[src/sv/sorp_pkg.sv]
package sorp_pkg;

    // Screen and geometry
    localparam int SCREEN_W    = 640;
    localparam int SCREEN_H    = 480;
    localparam int MAX_LENGTH  = 1024;
    localparam int FOCAL       = 200;
    localparam int FOCAL_Q8    = 200 * 256;
    localparam int CENTER_Z_Q8 = 300 * 256;
    localparam int Y_INIT_Q8   = 256;

    // Word widths
    localparam int LEN_W    = 11;
    localparam int CFG_W    = 16;
    localparam int SIDE_W   = 2;
    localparam int STEP_W   = 10;
    localparam int SCR_W    = 16;
    localparam int IDX_W    = 3;
    localparam int COORD_W  = 28;              // Q.8 coordinates, three rotations of headroom
    localparam int SIN_W    = CFG_W + 1;       // room for a negated sine
    localparam int PROD_W   = COORD_W + SIN_W;
    localparam int SUM_W    = PROD_W + 1;
    localparam int NUM_W    = 35;              // |x * 200| magnitude
    localparam int DEN_W    = 28;              // z + 200 in Q.8, positive

    localparam int Q_FRAC_SHIFT = 14;
    localparam int ROUND_BIAS   = 8192;

    // Pipeline depths
    localparam int ROT_LAT  = 2;
    localparam int DIV_LAT  = NUM_W;
    localparam int PIPE_LAT = 3 * ROT_LAT + 1 + DIV_LAT;

    localparam int QUEUE_DEPTH = 4;
    localparam int QPTR_W      = 2;

    typedef enum logic [IDX_W-1:0] {
        REG_PLANE_LENGTH = 3'd0,
        REG_SIN_X        = 3'd1,
        REG_COS_X        = 3'd2,
        REG_SIN_Y        = 3'd3,
        REG_COS_Y        = 3'd4,
        REG_SIN_Z        = 3'd5,
        REG_COS_Z        = 3'd6
    } t_reg_idx;

    typedef enum logic [SIDE_W-1:0] {
        SIDE_FRONT = 2'd0,
        SIDE_LEFT  = 2'd1,
        SIDE_BACK  = 2'd2,
        SIDE_RIGHT = 2'd3
    } t_side;

    typedef struct packed {
        logic        [LEN_W-1:0] plane_length;
        logic signed [CFG_W-1:0] sin_x;
        logic signed [CFG_W-1:0] cos_x;
        logic signed [CFG_W-1:0] sin_y;
        logic signed [CFG_W-1:0] cos_y;
        logic signed [CFG_W-1:0] sin_z;
        logic signed [CFG_W-1:0] cos_z;
    } t_cfg;

    typedef struct packed {
        logic signed [COORD_W-1:0] x;
        logic signed [COORD_W-1:0] z;
    } t_point;

    typedef struct packed {
        logic vis;
        logic neg_x;
        logic neg_y;
    } t_tag;

    typedef struct packed {
        logic [DEN_W-1:0] rem;
        logic             qbit;
    } t_div_step;

    // One restoring division step
    function automatic t_div_step div_step(input logic [DEN_W-1:0] rem,
                                           input logic nbit,
                                           input logic [DEN_W-1:0] den);
        logic [DEN_W:0] t;
        t_div_step      r;
        t = {rem, nbit};
        if (t >= {1'b0, den}) begin
            r.rem  = DEN_W'(t - {1'b0, den});
            r.qbit = 1'b1;
        end else begin
            r.rem  = t[DEN_W-1:0];
            r.qbit = 1'b0;
        end
        return r;
    endfunction

    function automatic logic signed [SCR_W-1:0] sat16(input logic signed [NUM_W+1:0] v);
        logic signed [NUM_W+1:0] hi;
        logic signed [NUM_W+1:0] lo;
        hi = (NUM_W+2)'(32767);
        lo = -(NUM_W+2)'(32768);
        if (v > hi) begin
            return SCR_W'(32767);
        end else if (v < lo) begin
            return SCR_W'(-32768);
        end
        return v[SCR_W-1:0];
    endfunction

endpackage

[src/sv/sorp_front.sv]
module sorp_front import sorp_pkg::*; (
    input  logic               i_clk,
    input  logic               i_rst_n,
    input  logic               i_push,
    output logic               o_full,
    input  logic [SIDE_W-1:0]  i_edge_side,
    input  logic [STEP_W-1:0]  i_edge_step,
    input  logic               i_cfg_valid,
    output logic               o_cfg_ready,
    input  logic [IDX_W-1:0]   i_cfg_index,
    input  logic [CFG_W-1:0]   i_cfg_data,
    output t_cfg               o_cfg,
    output t_point             o_pt,
    output logic               o_pt_valid,
    input  logic               i_take
);

    t_cfg                      r_cfg;
    t_point                    r_q [QUEUE_DEPTH];
    logic [QPTR_W-1:0]         r_wr;
    logic [QPTR_W-1:0]         r_rd;
    logic [QPTR_W:0]           r_cnt;
    logic                      push_ok;
    logic                      pop_ok;
    logic [LEN_W-1:0]          len;
    logic signed [COORD_W-1:0] half;
    logic signed [COORD_W-1:0] run;
    t_point                    pt;

    assign o_cfg_ready = 1'b1;
    assign o_cfg       = r_cfg;

    always_ff @(posedge i_clk) begin
        if (!i_rst_n) begin
            r_cfg.plane_length <= LEN_W'(100);
            r_cfg.sin_x        <= '0;
            r_cfg.cos_x        <= CFG_W'(16384);
            r_cfg.sin_y        <= '0;
            r_cfg.cos_y        <= CFG_W'(16384);
            r_cfg.sin_z        <= '0;
            r_cfg.cos_z        <= CFG_W'(16384);
        end else if (i_cfg_valid) begin
            unique case (t_reg_idx'(i_cfg_index))
                REG_PLANE_LENGTH: r_cfg.plane_length <= i_cfg_data[LEN_W-1:0];
                REG_SIN_X:        r_cfg.sin_x        <= i_cfg_data;
                REG_COS_X:        r_cfg.cos_x        <= i_cfg_data;
                REG_SIN_Y:        r_cfg.sin_y        <= i_cfg_data;
                REG_COS_Y:        r_cfg.cos_y        <= i_cfg_data;
                REG_SIN_Z:        r_cfg.sin_z        <= i_cfg_data;
                REG_COS_Z:        r_cfg.cos_z        <= i_cfg_data;
                default: ;
            endcase
        end
    end

    // Place the point on the square outline
    always_comb begin
        len  = (r_cfg.plane_length > LEN_W'(MAX_LENGTH)) ? LEN_W'(MAX_LENGTH)
                                                          : r_cfg.plane_length;
        half = COORD_W'({len, 7'd0});
        run  = COORD_W'({i_edge_step, 8'd0}) - half;
        unique case (t_side'(i_edge_side))
            SIDE_FRONT: begin pt.x = run;   pt.z = half;  end
            SIDE_LEFT:  begin pt.x = -half; pt.z = run;   end
            SIDE_BACK:  begin pt.x = run;   pt.z = -half; end
            SIDE_RIGHT: begin pt.x = half;  pt.z = run;   end
            default:    begin pt.x = half;  pt.z = run;   end
        endcase
        pt.z = pt.z + COORD_W'(CENTER_Z_Q8);
    end

    assign o_full     = (r_cnt == (QPTR_W+1)'(QUEUE_DEPTH));
    assign o_pt_valid = (r_cnt != '0);
    assign o_pt       = r_q[r_rd];
    assign push_ok    = i_push && !o_full;
    assign pop_ok     = i_take && o_pt_valid;

    always_ff @(posedge i_clk) begin
        if (push_ok) begin
            r_q[r_wr] <= pt;
        end
    end

    always_ff @(posedge i_clk) begin
        if (!i_rst_n) begin
            r_wr  <= '0;
            r_rd  <= '0;
            r_cnt <= '0;
        end else begin
            if (push_ok) begin
                r_wr <= r_wr + 1'b1;
            end
            if (pop_ok) begin
                r_rd <= r_rd + 1'b1;
            end
            r_cnt <= r_cnt + (QPTR_W+1)'(push_ok) - (QPTR_W+1)'(pop_ok);
        end
    end

endmodule

[config.mk]
export PLATFORM = sky130hd
export DESIGN_NAME = sorp_front
export DESIGN_NICKNAME = d
export VERILOG_FILES = /design/src/sv/sorp_pkg.sv /design/src/sv/sorp_front.sv
export SDC_FILE = /design/constraint.sdc
export NUM_CORES = 1
export LEC_CHECK = 0
export BUFFER_PORTS_ARGS = -buffer_cell sky130_fd_sc_hd__buf_2
export CORE_UTILIZATION = 33
export DETAILED_ROUTE_END_ITERATION = 8
export GPL_TIMING_DRIVEN = 0
export PLACE_DENSITY = 0.49
export SLEW_MARGIN = 40
export SYNTH_ARGS = -nofsm -noshare
export SYNTH_HDL_FRONTEND = slang
export SYNTH_SLANG_ARGS = --single-unit
[constraint.sdc]
create_clock -name i_clk -period 4.4 [get_ports i_clk]
set_clock_uncertainty 0.15 [all_clocks]
set_input_delay 0.88 -clock i_clk [delete_from_list [all_inputs] [get_ports i_clk]]
set_output_delay 0.88 -clock i_clk [all_outputs]
set_load 0.05 [all_outputs]
==> impl_metrics.json <==
{
  "critPathKind": "reg2reg",
  "vias": 8322,
  "cts_sinks": 272,
  "grt_max_degree": 34,
  "slew_headroom_pct": 50.3,
  "port_buffers": 185,
  "clk_latency_ns": 0.55,
  "fmax_mhz": 241,
  "initial_core_util_pct": 33.4,
  "cp_top_family": "compound AO/OA/AOI/OAI gates",
  "cts_hold_buf": 0,
  "timing.hold.ws_ns": 0.311,
  "die_x_um": 191,
  "htree_levels": 1,
  "place_congestion": 0.861,
  "p_per_area_mw_per_mm2": 532,
  "clkPwrFrac_pct": 33.2,
  "drt_iter0_drc": 469,
  "final_antenna_net_count": 0,
  "p_leak_uw": 0.00545,
  "crit_chain": "clkbuf_1 > or3_1 > clkbuf_1 > nor3_1 > o21ai_2 > ha_1 > a21o_1 > a221oi_2 > a211oi_1 > xor2_1 > a21oi_2 > a21oi_1 > a21boi_1",
  "worstPathArrival_ns": 4.26,
  "cp_max_fo": 9,
  "async_reset_ff_share_pct": 0,
  "grt.total_usage_pct": 17.8,
  "place_ws_ns": -0.236,
  "synth_seq_cells": 272,
  "finalCriticalPeriod_ns": 4.15,
  "pwr-share-comb_pct": 27.7,
  "maxCapViolCount": 0,
  "pwr-share-seq_pct": 39.2,
  "mostFrequentLayoutCells": "nand2_1 (245), buf_2 (194), edfxtp_1 (156), dfxtp_1 (116), a21boi_0 (101)",
  "finalSetupViolations": 0,
  "fill_cells": 3442,
  "synth_edf_count": 156,
  "yosysUniqueCellTypes": 70,
  "crit_slowest_cell": "or3_1",
  "hold_viol": 0,
  "synth_cells": 1008,
  "worst_pin_slew_ns": 0.738,
  "cts_inserted_buffers": 29,
  "yosys_warnings": 0,
  "period_share_pct": 94.3,
  "grt_pass1_vias": 8332,
  "layout-area-overhead-vs-synth_pct": 23.3,
  "required_ns": 4.51,
  "worstSetupEndpointType": "register",
  "clk_path_buf_depth": 3,
  "netlist_area_mm2": 0.0118,
  "irDropWorstVdd_uv": 379,
  "drc": 0,
  "fin_ws_ns": 0.250,
  "ys.flop_type": "edfxtp_1",
  "synthDominantCellAreaShare_pct": 39.6,
  "critical-path-max-stage-delay_ns": 0.40,
  "synth_area_leaders": "edfxtp_1 (40%), dfxtp_1 (20%), nand2_1 (7.8%), mux4_2 (7.4%), a21boi_0 (6.4%)",
  "switching_power_uw": 2560,
  "startpoint_type": "register",
  "p_int_uw": 5220,
  "overflow": 0,
  "antenna_found_initial": 0,
  "wire_per_inst_um": 18.6,
  "multi_input_area_mm2": 0.00457,
  "hold_path.class": "reg2reg",
  "ys_seq_area_share_pct": 59.2,
  "ios": 202,
  "cts_tree": "built",
  "layout-drive-gt1-share_pct": 26.9,
  "num_rows": 69,
  "routed_via_density": 4.82,
  "final_common_cell": "nand2_1",
  "synth_top_area_cell": "edfxtp_1",
  "slew_viol_final": 0,
  "core_area_mm2": 0.0355,
  "clkTransAtPathRegs_ns": 0.06,
  "syn_area_per_cell_um2": 11.7,
  "crit_buf_inv": 2,
  "clockRootBuffer": "clkbuf_16",
  "totalWireLength_um": 32100,
  "dpl.hpwl_um": 23300,
  "grt_pass1_wl_um": 49600,
  "drtPass1Iterations": 5,
  "swShare_pct": 32.9,
  "die_y_um": 191,
  "final_nets": 1300,
  "status": "finished, final reports clean",
  "regArea_mm2": 0.00701,
  "path_common_cell": "clkbuf_1",
  "die_area_mm2": 0.0367
}
==> worst paths after layout <==
check,slack (ns),from,to,cells after the start
worst max-delay path,0.25,o_cfg[102],r_q[1][19],13
worst min-delay path,0.31,o_cfg[53],o_cfg[53],2
worst max register to register,0.25,o_cfg[102],r_q[1][19],13
worst min register to register,0.31,o_cfg[53],o_cfg[53],2
==> cell families after synthesis <==
family,Yosys count,synth area share [%]
buffers and inverters,85,3.43
XOR/XNOR,25,1.85
adder cells (fa/ha/maj),20,2.24
other,2,0.0634
multiplexers,45,7.93
flip-flops,272,59.2
AND/OR/NAND/NOR,354,12.9
AO/OA/AOI/OAI,205,12.5
==> state kept, by name (all words and copies together), names as in the netlist, named ones only <==
| signal | cells |
|---|---|
| r_rd | 2 |
| r_wr | 2 |
| r_cnt | 3 |
| o_cfg | 107 |
| r_q | 156 |
==> worst min-delay path: stages (launching register included) <==
cell and delay [ns]:
dfxtp_1 0.31, nand2_1 0.04, a21boi_0 0.06
==> power by group through the flow <==
stage               registers, uW  logic, uW  clock network (uW)
global route                 3070       2310                2740
global placement             3110       2130                   0
finish                       3040       2150                2580
CTS                          3050       2180                2640
floorplan                    3160       1570                   0
detailed placement           3100       2170                   0
==> Yosys cell counts, types with 12 or more instances <==
| cell | number |
|---|---|
| nor2_1 | 37 |
| nand2_1 | 245 |
| dfxtp_1 | 116 |
| clkbuf_1 | 41 |
| mux4_2 | 39 |
| a21boi_0 | 101 |
| nand3_1 | 15 |
| ha_1 | 18 |
| o21ai_0 | 16 |
| a21oi_1 | 22 |
| and2_1 | 12 |
| edfxtp_1 | 156 |
| xnor2_1 | 17 |
| buf_4 | 20 |
==> metrics by stage <==
step	setup TNS, ns	area (um^2)	std cells	utilization, %	total power (uW)
floorplan	0	11900	1021	-	4730
detailed placement	-4.03	13500	1673	38.1	5270
global placement	-0.862	13400	1667	37.8	5240
CTS	0	14500	1726	41.0	7870
global route	-0.0482	14600	1727	41.1	8120
finish	0	14600	1728	41.1	7770
==> metal layers <==
| layer | vias up | GRT usage, % | share of wire (%) |
|---|---|---|---|
| li1 | 4059 | - | - |
| met2 | 263 | 29.5 | 47 |
| met4 | 0 | 4.00 | 2.0 |
| met1 | 3958 | 22.8 | 42 |
| met3 | 42 | 4.98 | 8.5 |
| met5 | - | 0 | 0 |
==> final cells by class <==
| cell class | count | share of cell area, % |
|---|---|---|
| clock inverters | 15 | 1.39 |
| well taps | 461 | 3.95 |
| clock buffers | 38 | 5.55 |
| inverters | 14 | 0.360 |
| plain buffers | 71 | 2.45 |
| diodes | 1 | 0.0171 |
| repair buffers | 192 | 7.01 |
| flip-flops and latches | 272 | 48.0 |
| multi-input cells | 664 | 31.3 |
==> what timing repair did <==
action,in CTS,in global routing
hold endpoints to repair,0,0
pin swaps,0,1
gates resized for setup,4,8
endpoints found under the setup margin,48,52
setup buffers,0,1
cloned,0,0
Power figures use the tool's default switching activity.
